`config.mk`:
```
export PLATFORM = sky130hd
export DESIGN_NAME = bitmap_to_pair_row_packer_flat
export DESIGN_NICKNAME = d
export VERILOG_FILES = /design/src/hw/rtl/bpr_pkg.sv /design/src/hw/rtl/bpr_if.sv /design/src/hw/rtl/bitmap_to_pair_row_packer.sv /design/src/hw/rtl/bpr_ram.sv /design/src/hw/rtl/bpr_front.sv /design/src/hw/rtl/bpr_queue.sv /design/src/hw/rtl/bpr_back.sv /design/src/flat_wrapper.sv
export VERILOG_INCLUDE_DIRS = /design/src /design/src/hw/rtl
export SDC_FILE = /design/constraint.sdc
export NUM_CORES = 1
export LEC_CHECK = 0
export BUFFER_PORTS_ARGS = -buffer_cell sky130_fd_sc_hd__buf_2
export CORE_MARGIN = 1.5
export CORE_UTILIZATION = 30
export CTS_CLUSTER_DIAMETER = 40
export CTS_CLUSTER_SIZE = 25
export DETAILED_ROUTE_END_ITERATION = 16
export GPL_TIMING_DRIVEN = 0
export PLACE_DENSITY = 0.42
export SYNTH_ARGS = -nofsm -noshare
export SYNTH_HDL_FRONTEND = slang
export SYNTH_SLANG_ARGS = --single-unit
```
`constraint.sdc`:
```
create_clock -name clk -period 5.5 [get_ports clk]
set_input_delay 0.55 -clock clk [delete_from_list [all_inputs] [get_ports clk]]
set_output_delay 0.55 -clock clk [all_outputs]
set_load 0.01 [all_outputs]
```
`src/hw/rtl/bitmap_to_pair_row_packer_defines.svh`:
```
// Assertion macros shared by the pair-row packer RTL.
// Depends on nothing; included by the files that carry assertions.
`ifndef BITMAP_TO_PAIR_ROW_PACKER_DEFINES_SVH
`define BITMAP_TO_PAIR_ROW_PACKER_DEFINES_SVH
`ifndef SYNTHESIS
`define BPR_ASSERT(lbl, clk, rst, prop, msg) \
  lbl: assert property (@(posedge clk) disable iff (rst) (prop)) else $error(msg);
`define BPR_ASSERT_NEXT(lbl, clk, rst, ante, cons, msg) \
  lbl: assert property (@(posedge clk) disable iff (rst) (ante) |=> (cons)) else $error(msg);
`else
`define BPR_ASSERT(lbl, clk, rst, prop, msg)
`define BPR_ASSERT_NEXT(lbl, clk, rst, ante, cons, msg)
`endif
`endif

```
`src/hw/rtl/bpr_pkg.sv`:
```
// Package for the pair-row packer: sizes, register indexes, job type, weave function.
// Depends on nothing; imported by every module of the block except bpr_ram.
package bpr_pkg;

  localparam int MAX_WIDTH     = 512;
  localparam int MAX_PAIR_ROWS = 256;

  // Field widths fixed by the interface.
  localparam int BYTE_W   = 8;
  localparam int WIDTH_W  = 10;
  localparam int HEIGHT_W = 9;
  localparam int CFG_W    = 10;
  localparam int CIDX_W   = 2;

  localparam int STORE_DEPTH = (MAX_WIDTH + 7) / 8;
  localparam int COL_W  = (STORE_DEPTH > 1) ? $clog2(STORE_DEPTH) : 1;
  localparam int PAIR_W = (MAX_PAIR_ROWS > 1) ? $clog2(MAX_PAIR_ROWS) : 1;

  // Width arithmetic is done wide enough for both the register and the cap.
  localparam int EFF_W = ($clog2(MAX_WIDTH + 1) > WIDTH_W) ? $clog2(MAX_WIDTH + 1) : WIDTH_W;
  localparam int HC_W  = (PAIR_W + 1 > HEIGHT_W) ? PAIR_W + 1 : HEIGHT_W;
  localparam int WIDTH_CAP = MAX_WIDTH - (MAX_WIDTH % 4);

  localparam int QDEPTH = 4;
  localparam int QPTR_W = $clog2(QDEPTH);
  localparam int QCNT_W = $clog2(QDEPTH + 1);

  typedef enum logic [CIDX_W-1:0] {
    REG_WIDTH_PIXELS  = 2'd0,
    REG_HEIGHT_PAIRS  = 2'd1,
    REG_INVERT_PIXELS = 2'd2
  } reg_index_t;

  // One odd-row source byte with its stored even-row partner.
  typedef struct packed {
    logic [BYTE_W-1:0] even_byte;
    logic [BYTE_W-1:0] odd_byte;
    logic              two_out;
    logic              frame_end;
  } job_t;

  // Even-row pixel i goes to bit 7-2i, odd-row pixel i to bit 6-2i.
  function automatic logic [BYTE_W-1:0] weave(input logic [3:0] even_nib,
                                              input logic [3:0] odd_nib);
    logic [BYTE_W-1:0] r;
    r = '0;
    for (int i = 0; i < 4; i++) begin
      r[7 - 2*i] = even_nib[3 - i];
      r[6 - 2*i] = odd_nib[3 - i];
    end
    return r;
  endfunction

endpackage

```
`src/hw/rtl/bpr_if.sv`:
```
// Valid/ready channel interfaces for source bytes and packed bytes.
// Depends on bpr_pkg for field widths.
interface bpr_src_if;
  import bpr_pkg::*;
  logic              valid;
  logic              ready;
  logic [BYTE_W-1:0] source_byte;
  modport source (output valid, output source_byte, input ready);
  modport sink (input valid, input source_byte, output ready);
endinterface

interface bpr_pkd_if;
  import bpr_pkg::*;
  logic              valid;
  logic              ready;
  logic [BYTE_W-1:0] packed_byte;
  logic              last_of_item;
  logic              last_of_frame;
  modport source (output valid, output packed_byte, output last_of_item,
                  output last_of_frame, input ready);
  modport sink (input valid, input packed_byte, input last_of_item,
                input last_of_frame, output ready);
endinterface

```
`src/hw/rtl/bitmap_to_pair_row_packer.sv`:
```
// Pair-row packer: 1-bpp row-major bitmap bytes in, 2-row by 4-column panel bytes out.
// An odd-row byte passes the line store read, the job queue and the output register
// before its first packed byte is presented. Throughput: one source byte per cycle
// while the queue has room, and one packed byte per cycle while the panel is ready.
// Reset (synchronous, active high) restores default geometry and frame start; the
// line store is not cleared, since each odd row reads only what its even row wrote.
module bitmap_to_pair_row_packer (
  input  logic                       clk,
  input  logic                       rst,
  input  logic                       cfg_write,
  input  logic [bpr_pkg::CIDX_W-1:0] cfg_index,
  input  logic [bpr_pkg::CFG_W-1:0]  cfg_data,
  bpr_src_if.sink                    source,
  bpr_pkd_if.source                  panel
);
  import bpr_pkg::*;

  // Jobs are odd-row source bytes paired with the even-row byte of the same
  // column. Even-row bytes only update the line store and never reach the queue.
  logic              push;
  job_t              push_job;
  logic              pop;
  job_t              head;
  logic              not_empty;
  logic [QCNT_W-1:0] q_count;

  // The front end owns the configuration registers, the column/row counters and
  // the line store. It starts the store read on acceptance and pushes the finished
  // job in the cycle after; its ready counts that read stage against free queue slots.
  bpr_front u_front (
    .clk      (clk),
    .rst      (rst),
    .cfg_write(cfg_write),
    .cfg_index(cfg_index),
    .cfg_data (cfg_data),
    .source   (source),
    .q_count  (q_count),
    .push     (push),
    .push_job (push_job)
  );

  // The queue lets the front keep taking source bytes while the output side stalls,
  // until it fills, and absorbs the two-bytes-per-job rate of odd rows.
  bpr_queue u_queue (
    .clk      (clk),
    .rst      (rst),
    .push     (push),
    .push_job (push_job),
    .pop      (pop),
    .head     (head),
    .not_empty(not_empty),
    .count    (q_count)
  );

  // The back end emits the high-nibble byte and, when the column's right half is
  // inside the width, the low-nibble byte, flagging the item and frame ends.
  bpr_back u_back (
    .clk      (clk),
    .rst      (rst),
    .head     (head),
    .not_empty(not_empty),
    .pop      (pop),
    .panel    (panel)
  );
endmodule

```
`src/hw/rtl/bpr_ram.sv`:
```
// Generic simple dual-port RAM: one write port, one read port with registered data.
// Depends on nothing.
module bpr_ram #(
  parameter int WIDTH = 8,
  parameter int DEPTH = 64
) (
  input  logic                                       clk,
  input  logic                                       we,
  input  logic [((DEPTH > 1) ? $clog2(DEPTH) : 1)-1:0] waddr,
  input  logic [WIDTH-1:0]                           wdata,
  input  logic                                       re,
  input  logic [((DEPTH > 1) ? $clog2(DEPTH) : 1)-1:0] raddr,
  output logic [WIDTH-1:0]                           rdata
);
  logic [WIDTH-1:0] mem [DEPTH];

  always_ff @(posedge clk) begin
    if (we) begin
      mem[waddr] <= wdata;
    end
    if (re) begin
      rdata <= mem[raddr];
    end
  end
endmodule

```
`src/hw/rtl/bpr_front.sv`:
```
// Front end: configuration, frame position tracking, even-row line store, job issue.
// Depends on bpr_pkg, bpr_src_if and bpr_ram.
module bpr_front (
  input  logic                       clk,
  input  logic                       rst,
  input  logic                       cfg_write,
  input  logic [bpr_pkg::CIDX_W-1:0] cfg_index,
  input  logic [bpr_pkg::CFG_W-1:0]  cfg_data,
  bpr_src_if.sink                    source,
  input  logic [bpr_pkg::QCNT_W-1:0] q_count,
  output logic                       push,
  output bpr_pkg::job_t              push_job
);
  import bpr_pkg::*;

  logic [WIDTH_W-1:0]  width_pixels;
  logic [HEIGHT_W-1:0] height_pairs;
  logic                invert_pixels;
  logic [COL_W-1:0]    byte_column;
  logic                odd_row_flag;
  logic [PAIR_W-1:0]   pair_row_count;

  logic              s1_valid;
  logic [BYTE_W-1:0] s1_src;
  logic              s1_two;
  logic              s1_fe;
  logic [BYTE_W-1:0] even_rd;

  logic [EFF_W-1:0]  w_clr;
  logic [EFF_W-1:0]  w_eff;
  logic [EFF_W:0]    nbytes_m1;
  logic [COL_W-1:0]  last_col;
  logic [COL_W-1:0]  col;
  logic [EFF_W:0]    col_end_px;
  logic              two_out;
  logic              row_end;
  logic [HC_W-1:0]   h_ext;
  logic [PAIR_W-1:0] h_last;
  logic              pair_last;
  logic              frame_end;
  logic [BYTE_W-1:0] src;
  logic              acc;
  logic [QCNT_W:0]   in_flight;

  always_comb begin
    w_clr = EFF_W'({width_pixels[WIDTH_W-1:2], 2'b00});
    if (w_clr == '0) begin
      w_eff = EFF_W'(4);
    end else if (w_clr > EFF_W'(WIDTH_CAP)) begin
      w_eff = EFF_W'(WIDTH_CAP);
    end else begin
      w_eff = w_clr;
    end
    nbytes_m1 = ((EFF_W+1)'(w_eff) + (EFF_W+1)'(7)) >> 3;
    nbytes_m1 = nbytes_m1 - (EFF_W+1)'(1);
    last_col  = nbytes_m1[COL_W-1:0];
    col       = (byte_column > last_col) ? last_col : byte_column;
    row_end   = (col == last_col);
    // The second half of a byte exists when its four pixels lie inside the width.
    col_end_px = ((EFF_W+1)'(col) << 3) + (EFF_W+1)'(8);
    two_out    = ((EFF_W+1)'(w_eff) >= col_end_px);

    h_ext = HC_W'(height_pairs);
    if (h_ext == '0) begin
      h_last = '0;
    end else if (h_ext >= HC_W'(MAX_PAIR_ROWS)) begin
      h_last = PAIR_W'(MAX_PAIR_ROWS - 1);
    end else begin
      h_last = PAIR_W'(h_ext - HC_W'(1));
    end
    pair_last = (pair_row_count >= h_last);
    frame_end = row_end && pair_last;
    src = invert_pixels ? ~source.source_byte : source.source_byte;
  end

  // Credit check: a job in the read stage still needs a queue slot.
  assign in_flight    = (QCNT_W+1)'(q_count) + (QCNT_W+1)'(s1_valid);
  assign source.ready = (in_flight < (QCNT_W+1)'(QDEPTH));
  assign acc          = source.valid && source.ready;

  bpr_ram #(
    .WIDTH(BYTE_W),
    .DEPTH(STORE_DEPTH)
  ) u_line_store (
    .clk  (clk),
    .we   (acc && !odd_row_flag),
    .waddr(col),
    .wdata(src),
    .re   (acc && odd_row_flag),
    .raddr(col),
    .rdata(even_rd)
  );

  always_ff @(posedge clk) begin
    if (rst) begin
      width_pixels   <= WIDTH_W'(168);
      height_pairs   <= HEIGHT_W'(200);
      invert_pixels  <= 1'b0;
      byte_column    <= '0;
      odd_row_flag   <= 1'b0;
      pair_row_count <= '0;
      s1_valid       <= 1'b0;
    end else begin
      s1_valid <= acc && odd_row_flag;
      if (cfg_write) begin
        case (cfg_index)
          REG_WIDTH_PIXELS: begin
            width_pixels   <= cfg_data[WIDTH_W-1:0];
            byte_column    <= '0;
            odd_row_flag   <= 1'b0;
            pair_row_count <= '0;
          end
          REG_HEIGHT_PAIRS: begin
            height_pairs   <= cfg_data[HEIGHT_W-1:0];
            byte_column    <= '0;
            odd_row_flag   <= 1'b0;
            pair_row_count <= '0;
          end
          REG_INVERT_PIXELS: begin
            invert_pixels <= cfg_data[0];
          end
          default: begin
          end
        endcase
      end else if (acc) begin
        if (row_end) begin
          byte_column  <= '0;
          odd_row_flag <= !odd_row_flag;
          if (odd_row_flag) begin
            pair_row_count <= pair_last ? '0 : pair_row_count + PAIR_W'(1);
          end
        end else begin
          byte_column <= col + COL_W'(1);
        end
      end
    end
  end

  always_ff @(posedge clk) begin
    if (acc && odd_row_flag) begin
      s1_src <= src;
      s1_two <= two_out;
      s1_fe  <= frame_end;
    end
  end

  assign push               = s1_valid;
  assign push_job.even_byte = even_rd;
  assign push_job.odd_byte  = s1_src;
  assign push_job.two_out   = s1_two;
  assign push_job.frame_end = s1_fe;
endmodule

```
`src/hw/rtl/bpr_queue.sv`:
```
// Short job queue between the front end and the output stage.
// Depends on bpr_pkg and the assertion macro header.
`include "bitmap_to_pair_row_packer_defines.svh"
module bpr_queue (
  input  logic                       clk,
  input  logic                       rst,
  input  logic                       push,
  input  bpr_pkg::job_t              push_job,
  input  logic                       pop,
  output bpr_pkg::job_t              head,
  output logic                       not_empty,
  output logic [bpr_pkg::QCNT_W-1:0] count
);
  import bpr_pkg::*;

  job_t              slots [QDEPTH];
  logic [QPTR_W-1:0] wr_ptr;
  logic [QPTR_W-1:0] rd_ptr;

  assign head      = slots[rd_ptr];
  assign not_empty = (count != '0);

  always_ff @(posedge clk) begin
    if (rst) begin
      wr_ptr <= '0;
      rd_ptr <= '0;
      count  <= '0;
    end else begin
      if (push) begin
        wr_ptr <= wr_ptr + QPTR_W'(1);
      end
      if (pop) begin
        rd_ptr <= rd_ptr + QPTR_W'(1);
      end
      count <= count + QCNT_W'(push) - QCNT_W'(pop);
    end
  end

  always_ff @(posedge clk) begin
    if (push) begin
      slots[wr_ptr] <= push_job;
    end
  end

  `BPR_ASSERT(a_no_overflow, clk, rst, !(push && !pop && count == QCNT_W'(QDEPTH)), "queue overflow")
  `BPR_ASSERT(a_no_underflow, clk, rst, !(pop && count == '0), "queue underflow")
  `BPR_ASSERT_NEXT(a_push_counts, clk, rst, push && !pop, count == $past(count) + QCNT_W'(1), "push lost")
endmodule

```
`src/hw/rtl/bpr_back.sv`:
```
// Output stage: weaves each job into one or two packed bytes behind an output register.
// Depends on bpr_pkg and bpr_pkd_if.
module bpr_back (
  input  logic          clk,
  input  logic          rst,
  input  bpr_pkg::job_t head,
  input  logic          not_empty,
  output logic          pop,
  bpr_pkd_if.source     panel
);
  import bpr_pkg::*;

  logic              out_valid;
  logic [BYTE_W-1:0] out_byte;
  logic              out_last_item;
  logic              out_last_frame;
  logic              second_half;
  logic              load;

  assign load = not_empty && (!out_valid || panel.ready);
  assign pop  = load && (second_half || !head.two_out);

  always_ff @(posedge clk) begin
    if (rst) begin
      out_valid   <= 1'b0;
      second_half <= 1'b0;
    end else begin
      if (load) begin
        out_valid   <= 1'b1;
        second_half <= !second_half && head.two_out;
      end else if (panel.ready) begin
        out_valid <= 1'b0;
      end
    end
  end

  always_ff @(posedge clk) begin
    if (load) begin
      if (second_half) begin
        out_byte       <= weave(head.even_byte[3:0], head.odd_byte[3:0]);
        out_last_item  <= 1'b1;
        out_last_frame <= head.frame_end;
      end else begin
        out_byte       <= weave(head.even_byte[7:4], head.odd_byte[7:4]);
        out_last_item  <= !head.two_out;
        out_last_frame <= !head.two_out && head.frame_end;
      end
    end
  end

  assign panel.valid         = out_valid;
  assign panel.packed_byte   = out_byte;
  assign panel.last_of_item  = out_last_item;
  assign panel.last_of_frame = out_last_frame;
endmodule
```
`src/flat_wrapper.sv`:
```
// flat-port wrapper written by rule: the top's interface ports become plain ports
module bitmap_to_pair_row_packer_flat import bpr_pkg::*;
  (clk, rst, cfg_write, cfg_index, cfg_data, source_valid, source_source_byte, source_ready, panel_valid, panel_packed_byte, panel_last_of_item, panel_last_of_frame, panel_ready);
  bpr_src_if source_i ();
  bpr_pkd_if panel_i ();
  input  logic clk;
  input  logic rst;
  input  logic cfg_write;
  input  logic [bpr_pkg::CIDX_W-1:0] cfg_index;
  input  logic [bpr_pkg::CFG_W-1:0] cfg_data;
  input wire logic [$bits(source_i.valid)-1:0] source_valid;
  input wire logic [$bits(source_i.source_byte)-1:0] source_source_byte;
  output wire logic [$bits(source_i.ready)-1:0] source_ready;
  output wire logic [$bits(panel_i.valid)-1:0] panel_valid;
  output wire logic [$bits(panel_i.packed_byte)-1:0] panel_packed_byte;
  output wire logic [$bits(panel_i.last_of_item)-1:0] panel_last_of_item;
  output wire logic [$bits(panel_i.last_of_frame)-1:0] panel_last_of_frame;
  input wire logic [$bits(panel_i.ready)-1:0] panel_ready;
  assign source_i.valid = source_valid;
  assign source_i.source_byte = source_source_byte;
  assign source_ready = source_i.ready;
  assign panel_valid = panel_i.valid;
  assign panel_packed_byte = panel_i.packed_byte;
  assign panel_last_of_item = panel_i.last_of_item;
  assign panel_last_of_frame = panel_i.last_of_frame;
  assign panel_i.ready = panel_ready;
  bitmap_to_pair_row_packer u_core (.clk(clk), .rst(rst), .cfg_write(cfg_write), .cfg_index(cfg_index), .cfg_data(cfg_data), .source(source_i), .panel(panel_i));
endmodule
```
# Word level (Yosys, flattened, before mapping)
# Memory sizes are Yosys's and may differ from the RTL's. A register that Yosys moved wholly into a read port is not among the register bits.
# Index checks and enable logic that the tools add are counted.
dict set report word_totals {
  ff_bits 65
  mem_bits_rw 584
  elab_cells 101
  mem_count 2
}
# name words word_bits rd rd_ports_with_merged_regs wr line
set mem_list {}
lappend mem_list {u_core.u_front.u_line_store.mem 64 8 1 1 1 bpr_ram.sv:15} ;# logic [WIDTH-1:0] mem [DEPTH];
lappend mem_list {u_core.u_queue.slots 4 18 1 1 1 bpr_queue.sv:16} ;# job_t slots [QDEPTH];
dict set report classes {
  add_sub_neg 11
  n_lt_le_gt_ge 6
  n_eq_ne 4
  mux 30
  bitwise_logic 1
  reduce_logical 29
}
# cell count
set op_table {}
lappend op_table {{8-bit 2-to-1 mux} 10}
lappend op_table {{6-bit 2-to-1 mux} 5}
lappend op_table {{10-bit 2-to-1 mux} 2}
lappend op_table {{1-bit 2-to-1 mux} 11}
lappend op_table {{9-bit by 4-bit adder with 10-bit output (second input constant)} 1}
lappend op_table {{10-bit greater-or-equal comparator} 1}
lappend op_table {{10-bit > comparator (second input constant)} 1}
lappend op_table {{9-bit by 3-bit adder with 9-bit output (second input constant)} 1}
lappend op_table {{9-bit greater-or-equal comparator (second input constant)} 1}
lappend op_table {{9-bit zero test} 1}
lappend op_table {{8-bit by 1-bit adder with 8-bit output (second input constant)} 1}
lappend op_table {{8-bit greater-or-equal comparator} 1}
lappend op_table {{1-bit logical AND} 8}
lappend op_table {{8-bit zero test} 1}
lappend op_table {{8-bit inverter} 1}
lappend op_table {{2-bit AND reduction} 4}
lappend op_table {{2-bit nonzero test} 4}
lappend op_table {{8-bit by 1-bit subtractor with 8-bit output (second input constant)} 1}
lappend op_table {{6-bit by 1-bit adder with 6-bit output (second input constant)} 1}
lappend op_table {{6-bit == test} 1}
lappend op_table {{6-bit > comparator} 1}
lappend op_table {{6-bit by 1-bit subtractor with 6-bit output (second input constant)} 1}
lappend op_table {{2-bit by 1-bit adder with 2-bit output (second input constant)} 2}
lappend op_table {{3-bit by 1-bit adder with 4-bit output} 1}
lappend op_table {{14 further kinds} 19}

# Longest topological paths before layout
# Gate-level depths: netlist of run 1.
dict set report logic_depth {
  ltp_word 11
  ltp_mapped 33
  depth_no_buf 30
}

# By module
# A second synthesis of run 1 with hierarchy kept.
dict set report hier_totals {
  hier_cells 1480
  hier_area_um2 27104.7
}
# module n_inst cells_each area_per_inst_um2
set modules_own_cells {}
lappend modules_own_cells {bpr_ram 1 940 20246.9}
lappend modules_own_cells {bpr_front 1 373 3273.1}
lappend modules_own_cells {bpr_queue 1 135 3072.9}
lappend modules_own_cells {bpr_back 1 32 511.7}

# Worst setup path after synthesis of run 1
# No wires, ideal clock.
dict set report synth_path {
  path_type {register -> register}
  from {register u_core.u_front.width_pixels[9]}
  to {register u_core.u_front.s1_two, data pin}
  arrival_ns 5.513
  path_slack_ns -0.270
  path_stages_with_launch 31
  period_less_slack_ns 5.770
  cell_sequence {dfxtp_1 > clkbuf_1 > nor2b_1 > ha_1 > clkbuf_1 > inv_1 > ha_1 > xnor2_1 > clkinv_1 > ha_1 > and3_1 > a221oi_1 > a31oi_1 > inv_1 > maj3_1 > buf_4 > buf_6 > buf_2 > a21oi_1 > inv_1 > ha_1 > inv_1 > ha_1 > a21boi_0 > o21ai_0 > nand2b_1 > a21o_1 > a21oi_1 > nor2b_1 > o21ai_0 > nand2b_1}
}
dict set report synth_via {
  elab_chain_cells 9
  elab_cells_between_ends 10
}
# item line
set synth_rtl {}
lappend synth_rtl {{start: declaration} bpr_front.sv:16} ;# logic [WIDTH_W-1:0] width_pixels;
lappend synth_rtl {{start signal: assignment} bpr_front.sv:108} ;# width_pixels <= cfg_data[WIDTH_W-1:0];
lappend synth_rtl {{10-bit > comparator} bpr_front.sv:49} ;# end else if (w_clr > EFF_W'(WIDTH_CAP)) begin
lappend synth_rtl {{10-bit 2-to-1 mux} bpr_front.sv:49}
lappend synth_rtl {{10-bit 2-to-1 mux *} bpr_front.sv:47} ;# if (w_clr == '0) begin
lappend synth_rtl {{9-bit by 3-bit adder with 9-bit output} bpr_front.sv:54} ;# nbytes_m1 = ((EFF_W+1)'(w_eff) + (EFF_W+1)'(7)) >> 3;
lappend synth_rtl {{6-bit by 1-bit subtractor with 6-bit output} bpr_front.sv:55} ;# nbytes_m1 = nbytes_m1 - (EFF_W+1)'(1);
lappend synth_rtl {{6-bit > comparator} bpr_front.sv:57} ;# col = (byte_column > last_col) ? last_col : byte_column;
lappend synth_rtl {{6-bit 2-to-1 mux} bpr_front.sv:57}
lappend synth_rtl {{9-bit by 4-bit adder with 10-bit output} bpr_front.sv:60} ;# col_end_px = ((EFF_W+1)'(col) << 3) + (EFF_W+1)'(8);
lappend synth_rtl {{10-bit greater-or-equal comparator *} bpr_front.sv:61} ;# two_out = ((EFF_W+1)'(w_eff) >= col_end_px);
lappend synth_rtl {{via u_core.u_front.two_out} bpr_front.sv:35} ;# logic two_out;
lappend synth_rtl {{end signal: assignment} bpr_front.sv:142} ;# s1_two <= two_out;
lappend synth_rtl {{end: declaration} bpr_front.sv:25} ;# logic s1_two;
# Mark *: on every way through the listed nets, which the timed path passes. The rest lies on a longest branch.
# A chain may end at the register's enable or synchronous reset.

# Worst setup path after layout of run 1
dict set report layout_path {
  from {register u_core.u_front.width_pixels[3]}
  to {register u_core.u_front.u_line_store.rdata[1], read port of u_core.u_front.u_line_store.mem, data pin}
}
dict set report layout_via {
  elab_chain_cells 7
  elab_cells_between_ends 8
}
# item line
set layout_rtl {}
lappend layout_rtl {{10-bit > comparator} bpr_front.sv:49}
lappend layout_rtl {{10-bit 2-to-1 mux} bpr_front.sv:49}
lappend layout_rtl {{10-bit 2-to-1 mux *} bpr_front.sv:47}
lappend layout_rtl {{9-bit by 3-bit adder with 9-bit output *} bpr_front.sv:54}
lappend layout_rtl {{6-bit by 1-bit subtractor with 6-bit output *} bpr_front.sv:55}
lappend layout_rtl {{6-bit > comparator} bpr_front.sv:57}
lappend layout_rtl {{6-bit 2-to-1 mux *} bpr_front.sv:57}
lappend layout_rtl {{end: declaration} bpr_ram.sv:13} ;# output logic [WIDTH-1:0] rdata
# Mark *: on every way between the ends. The rest lies on a longest branch, timed or not.

==> results.ini, run 1 <==
[grt]
grt_overflow = 0
grt_max_degree = 37
antenna_found_initial = 0
grt_pass1_vias = 15569
grt_usage_pct = 18.9
grt_pass1_wl_mm = 116

[clock_tree]
clockRootBuffer = clkbuf_16
cts_tree = done
clock_sinks = 657
ctsHoldBuffers = 0
clock_latency_ns = 0.66
cts_buffer_depth = 3
clk_pin_slew_worst_paths_ns = 0.05
cts-buffers-inserted = 102
htree_levels = 3

[cells_and_area]
multi_input_area_sq_mm = 0.00773
final_core_util_pct = 40.4
seqCellArea_sq_mm = 0.0193
syn_to_final_growth_pct = 33.0
diodes = 0
nNetsFinal = 1828
fill_cells = 7678
stdcell_area_sq_mm = 0.0339
layout-drive-gt1-share_pct = 34.8

[floorplan]
fp.dieH_microns = 295
die_area_sq_mm = 0.0867
rows = 106
placeableCoreArea_sq_mm = 0.0838
initial_core_util_pct = 30.4
io_pins = 37
dieWidth_microns = 295

[sta]
worst_slack_ns = -0.0192
clock.fmax_ghz = 0.181
finalSetupTns_ns = -0.0192
slew_headroom_pct = 30.0
rsz0062_at_grt = true
tightestPinTransition_ns = 1.05
skew_ns = 0.0174
hold_viol_final = 0
period_needed_ns = 5.52
min_period_over_period_pct = 100
finalSetupViolCount = 1
drv_slew = 0

[synth]
synth_flop_cell = edfxtp_1
ys_seq_area_share_pct = 75.6
avgSynthCellArea_sq_um = 16.3
ys_ff_latch = 657
synth-compound-area-share_pct = 11.6
synth_cells = 1560
synth_top_area_share_pct = 72.1
synth_top_family_by_area = compound AO/OA/AOI/OAI gates
yosys_warnings = 0
synth.largest_area_cell = edfxtp_1
synth-simple-area-share_pct = 4.91
netlist-cell-type-count = 54
yosys.area_share.adder_pct = 1.73
syn_area_sq_mm = 0.0255
synthesis.nets = 1618
synthMuxAreaShare_pct = 3.09
synth_edf_count = 612
synth_area_leaders = edfxtp_1, a22oi_1, dfxtp_1
async_flop_share_pct = 0
synth_xor_area_share_pct = 1.15

[setup_path]
worstSetupPathType = reg -> reg
worstPathMaxFanout = 10
cp.required_ns = 5.87
endpoint_kind = register
start_kind = register
arrival_ns = 5.89

[power]
ir_drop_mv = 0.227
p_int_uw = 10200
power_density_mw_per_mm2 = 397
comb_power_share_pct = 9.3
p_sw_uw = 3290
power.share.clock_pct = 48.7
leakage_uw = 0.0105
finalPower_uw = 13500
pwr-share-seq_pct = 42.0
switching_share_pct = 24.5

[routing]
ant_nets = 0
vias_per_cell = 5.14
wl_per_cell_microns = 27.1
wl_mm = 81.2
num_vias = 15389
drtIter0Drc = 1183
drc_errors = 0
dr.pass1.iters = 6

[placement]
post-place-ws_ns = -1.80
hpwl_mm = 52.3
gp_congestion = 0.827
portBuffers = 36
post_dp_cell_area_sq_mm = 0.0276

[status]
outcome = complete, but fails checks
violations = negative setup slack

[job]
max_cap_violations = 0

[worst_hold_path]
hp-class = in -> reg

-- power by group through the flow --
stage | clock network [uW] | logic, uW | registers, uW
2_1_floorplan | 0 | 546 | 5780
6_report | 6550 | 1260 | 5650
3_3_place_gp | 0 | 1010 | 5780
5_1_grt | 6850 | 1350 | 5660
3_5_place_dp | 0 | 1070 | 5750
4_1_cts | 6650 | 1230 | 5650
-- Yosys cell counts, drive strengths merged, types with 4 or more instances --
cell type / count
nand2: 52
a41oi: 64
clkbuf: 70
and3: 5
xnor2: 15
dfxtp: 45
mux4: 18
nand2b: 6
mux2i: 21
nor4: 17
ha: 32
nand3: 16
nand3b: 5
nor3: 10
inv: 26
a22oi: 258
a31oi: 4
and2: 6
or3: 15
a21oi: 29
mux2: 13
a21o: 10
nor2b: 15
xor2: 16
nor2: 111
buf: 24
edfxtp: 612
o21ai: 14
-- worst max-delay path: stages, from the launching register on --
cell      delay [ns]
dfxtp_4         0.36
nor4_4          0.30
a21oi_2         0.12
nor2_2          0.14
ha_4            0.22
nand3_4         0.10
xor2_4          0.16
nor2_4          0.07
nor3b_4         0.28
xor2_2          0.22
inv_2           0.07
ha_4            0.26
and3_4          0.18
a221oi_2        0.06
a31oi_1         0.21
inv_1           0.07
maj3_2          0.33
buf_8           0.15
buf_12          0.15
mux2i_4         0.27
clkbuf_4        0.29
a22oi_1         0.29
a41oi_2         0.31
nor4_4          0.43
nand2_2         0.16
-- flip-flops by register name (all words and copies together) (netlist names), named ones only --
signal	count
u_core.u_back.panel.last_of_frame	1
u_core.u_front.pair_row_count	8
u_core.u_back.panel.valid	1
u_core.u_front.s1_fe	1
u_core.u_queue.slots	72
u_core.u_back.panel.last_of_item	1
u_core.u_front.u_line_store.rdata	8
u_core.u_front.width_pixels	8
u_core.u_queue.count	3
u_core.u_back.second_half	1
u_core.u_front.byte_column	6
u_core.u_back.panel.packed_byte	8
u_core.u_front.invert_pixels	1
u_core.u_front.h_ext	9
u_core.u_front.u_line_store.mem	512
u_core.u_front.push	1
u_core.u_front.odd_row_flag	1
u_core.u_front.s1_two	1
u_core.u_queue.wr_ptr	2
u_core.u_queue.rd_ptr	2
u_core.u_front.s1_src	8
-- what timing repair did --
item / CTS / global route
endpoints found under the setup margin: 524 / 497
gates cloned: 4 / 1
resized for setup: 386 / 132
pin swaps: 36 / 60
buffers inserted: 56 / 9
hold endpoints to repair: 0 / 0
-- layer usage --
layer,part of all wire (%),up-vias,track usage (%)
li1,-,6793,-
met1,44,7994,25.4
met2,49,468,31.7
met3,4.7,134,2.99
met4,2.7,0,5.07
met5,0,-,0
-- cells by family (layout without fill, tap and decap cells) --
kind of cell | count (synthesis) | in the layout
compound gates | 395 | 395
xor+xnor | 32 | 32
buf+inv | 121 | 420
mux | 52 | 52
simple gates | 268 | 268
flops | 657 | 657
fa+ha+maj | 35 | 35
-- per-stage QoR --
stage | cells | hold slack (ns)
2_1_floorplan | 1560 | 0.444
6_report | 2993 | 0.132
3_5_place_dp | 2746 | 0.478
3_3_place_gp | 2730 | 0.467
5_1_grt | 2993 | 0.121
4_1_cts | 2987 | 0.0993
-- final cells by class --
cell class	instances	share of cell area [%]
flip-flops and latches	657	56.9
multi-input cells	782	22.8
clock buffers	116	7.75
well taps	1134	4.19
repair buffers	116	3.31
clock inverters	77	2.60
plain buffers	84	2.10
inverters	27	0.328
-- placed cells by master, fill, tap and decap left out, types with 40 or more instances in the layout --
| master | instances |
|---|---|
| edfxtp_1 | 612 |
| a22oi_1 | 192 |
| clkbuf_16 | 106 |
| nor2_4 | 66 |
| a22oi_2 | 66 |
| buf_4 | 62 |
| nor2_1 | 44 |
| nand2_1 | 43 |
| buf_2 | 42 |
| dfxtp_1 | 40 |
-- final timing paths --
path / start / endpoint / slack, ns / cells past startpoint
setup / recovery: u_core.u_front.width_pixels[3]$_SDFFE_PP1P_ / u_core.u_front.u_line_store.rdata[1]$_DFFE_PP_ / -0.02 / 24
hold / removal: cfg_data[7] / u_core.u_front.width_pixels[7]$_SDFFE_PP1P_ / 0.13 / 2
setup reg to reg: u_core.u_front.width_pixels[3]$_SDFFE_PP1P_ / u_core.u_front.u_line_store.rdata[1]$_DFFE_PP_ / -0.02 / 24
hold reg to reg: u_core.u_front.pair_row_count[7]$_SDFFE_PP0P_ / u_core.u_front.pair_row_count[7]$_SDFFE_PP0P_ / 0.48 / 1
Power figures use the tool's default switching activity.
==> inputs of run 2 (changes only) <==
--- a/config.mk
+++ b/config.mk
@@ -8,12 +8,12 @@
 export LEC_CHECK = 0
 export BUFFER_PORTS_ARGS = -buffer_cell sky130_fd_sc_hd__buf_2
 export CORE_MARGIN = 1.5
-export CORE_UTILIZATION = 30
-export CTS_CLUSTER_DIAMETER = 40
+export CORE_UTILIZATION = 56
+export CTS_CLUSTER_DIAMETER = 80
 export CTS_CLUSTER_SIZE = 25
 export DETAILED_ROUTE_END_ITERATION = 16
 export GPL_TIMING_DRIVEN = 0
-export PLACE_DENSITY = 0.42
+export PLACE_DENSITY = 0.72
 export SYNTH_ARGS = -nofsm -noshare
 export SYNTH_HDL_FRONTEND = slang
 export SYNTH_SLANG_ARGS = --single-unit
==> results.ini, run 2 (synthesis results as in run 1) <==
[cells_and_area]
nNetsFinal = 1714
multi_input_area_sq_mm = 0.00679
fill_cells = 2989
syn_to_final_growth_pct = 13.6
layout_commonest_cell = edfxtp_1
layout-drive-gt1-share_pct = 21.4
final_cell_mix = edfxtp_1, a22oi_1, buf_2, nor2_4, a41oi_1
largest_reg_flops = 512
final_cells = 2261
diodes = 0
stdcell_area_sq_mm = 0.0290
regMostFlops = u_core.u_front.u_line_store.mem
seqCellArea_sq_mm = 0.0193

[sta]
finalSetupTns_ns = -2.87
skew_ns = 0.0252
clock.fmax_ghz = 0.177
finalSetupViolCount = 31
tightestPinTransition_ns = 1.05
rsz0062_at_grt = true
drv_slew = 0
worst_slack_ns = -0.140
min_period_over_period_pct = 103
slew_headroom_pct = 30.0
hold_viol_final = 0
period_needed_ns = 5.64

[clock_tree]
clock_sinks = 657
cts_buffer_depth = 3
clockRootBuffer = clkbuf_16
cts-buffers-inserted = 31
ctsHoldBuffers = 0
clk_pin_slew_worst_paths_ns = 0.09
htree_levels = 1
clock_latency_ns = 0.63
cts_tree = done

[placement]
placed_cells = 2199
gp_congestion = 0.925
portBuffers = 36
hpwl_mm = 43.1
post_dp_cell_area_sq_mm = 0.0268
post-place-ws_ns = -1.29

[setup_path]
cp_slowest_cell = or3_1
worstSetupPathType = reg -> reg
start_kind = register
endpoint_kind = register
timing.reg2reg.setup_slack_ns = -0.14
max_stage_delay_ns = 0.84
arrival_ns = 5.91
worstPathMaxFanout = 8
r2r_end = u_core.u_front.u_line_store.mem[36][0]$_DFFE_PP_
cp.required_ns = 5.77
r2r_cells = 21
worstPathCellList = nor4_4 > a21oi_2 > nor2_2 > ha_4 > nand3_2 > xor2_2 > nor2_2 > nor3b_4 > xor2_2 > inv_2 > ha_4 > and3_4 > a221oi_2 > a31oi_1 > inv_1 > maj3_2 > buf_8 > buf_12 > mux2i_1 > or3_1 > nor2_1
rr_startpoint = u_core.u_front.width_pixels[8]$_SDFFE_PP0P_

[grt]
grt_pass1_wl_mm = 95.4
grt_overflow = 0
grt_pass1_vias = 14586
antenna_found_initial = 0
grt_usage_pct = 28.0
grt_max_degree = 39

[floorplan]
io_pins = 37
dieWidth_microns = 216
die_area_sq_mm = 0.0468
fp.dieH_microns = 216
initial_core_util_pct = 57.2
placeableCoreArea_sq_mm = 0.0446
rows = 77

[job]
max_cap_violations = 0

[routing]
wl_mm = 66.3
drc_errors = 0
wl_per_cell_microns = 29.3
drtIter0Drc = 2278
dr.pass1.iters = 6
ant_nets = 0
vias_per_cell = 6.68
num_vias = 15108

[power]
finalPower_uw = 9310
leakage_uw = 0.00888
power_density_mw_per_mm2 = 322
ir_drop_mv = 0.334

[worst_hold_path]
hold-path-endpoint = u_core.u_front.width_pixels[5]$_SDFFE_PP1P_
min_from = cfg_data[5]
hp-class = in -> reg
holdPathStages = 2

[status]
outcome = complete, but fails checks
violations = negative setup slack

==> run 2: timing repair <==
action / CTS / global route
pin swaps: 13 / 18
gates resized for setup: 200 / 102
setup buffers: 15 / 10
cloned: 0 / 2
endpoints found under the hold margin: 0 / 0
setup endpoints to repair: 524 / 522
==> run 2: worst max-delay path, delay by kind of cell, from the launching register on <==
family,cells,cell delay (ns)
AO/OA/AOI/OAI,3,0.41
XOR/XNOR,2,0.42
adder cells (fa/ha/maj),3,0.78
buffers and inverters,4,0.44
flip-flops,1,0.37
multiplexers,1,0.23
AND/OR/NAND/NOR,8,2.62
==> run 2: cell type report <==
type	count	share of cell area, %
multi-input cells	783	23.5
repair buffers	73	2.22
plain buffers	83	1.72
clock buffers	40	2.87
inverters	27	0.359
clock inverters	6	0.207
well taps	592	2.56
flip-flops and latches	657	66.6
==> run 2: where the power goes <==
group / switching (uW) / internal [uW] / total (uW)
Sequential: 39.8 / 5600 / 5640
Clock: 1490 / 1080 / 2570
Combinational: 711 / 387 / 1100
Total: 2250 / 7070 / 9310
==> run 2: worst max-delay path by stage <==
| stage | from | slack, ns | cells past startpoint | end |
|---|---|---|---|---|
| finish | u_core.u_front.width_pixels[8]$_SDFFE_PP0P_ | -0.14 | 21 | u_core.u_front.u_line_store.mem[36][0]$_DFFE_PP_ |
| global route | u_core.u_front.width_pixels[8]$_SDFFE_PP0P_ | -0.29 | 25 | u_core.u_front.u_line_store.rdata[6]$_DFFE_PP_ |
| CTS | u_core.u_front.width_pixels[3]$_SDFFE_PP1P_ | -0.11 | 22 | u_core.u_front.u_line_store.mem[27][0]$_DFFE_PP_ |
| detailed placement | u_core.u_front.width_pixels[5]$_SDFFE_PP1P_ | -1.29 | 22 | u_core.u_front.u_line_store.rdata[1]$_DFFE_PP_ |
| global placement | u_core.u_front.width_pixels[6]$_SDFFE_PP0P_ | -1.23 | 22 | u_core.u_front.u_line_store.rdata[1]$_DFFE_PP_ |
| floorplan | u_core.u_front.width_pixels[5]$_SDFFE_PP1P_ | 0.00004 | 32 | u_core.u_front.s1_two$_DFFE_PP_ |
==> run 2: stage by stage <==
step	utilization, %	hold WS, ns
2_1_floorplan	-	0.444
3_3_place_gp	59.3	0.464
4_1_cts	63.8	0.147
6_report	64.9	0.162
3_5_place_dp	60.2	0.467
5_1_grt	64.9	0.163
==> run 2: layer usage <==
| layer | part of all wire, % | global-route usage, % |
|---|---|---|
| met4 | 4.4 | 12.0 |
| met3 | 10 | 5.07 |
| met5 | 0 | 0 |
| met1 | 38 | 37.9 |
| met2 | 48 | 45.1 |
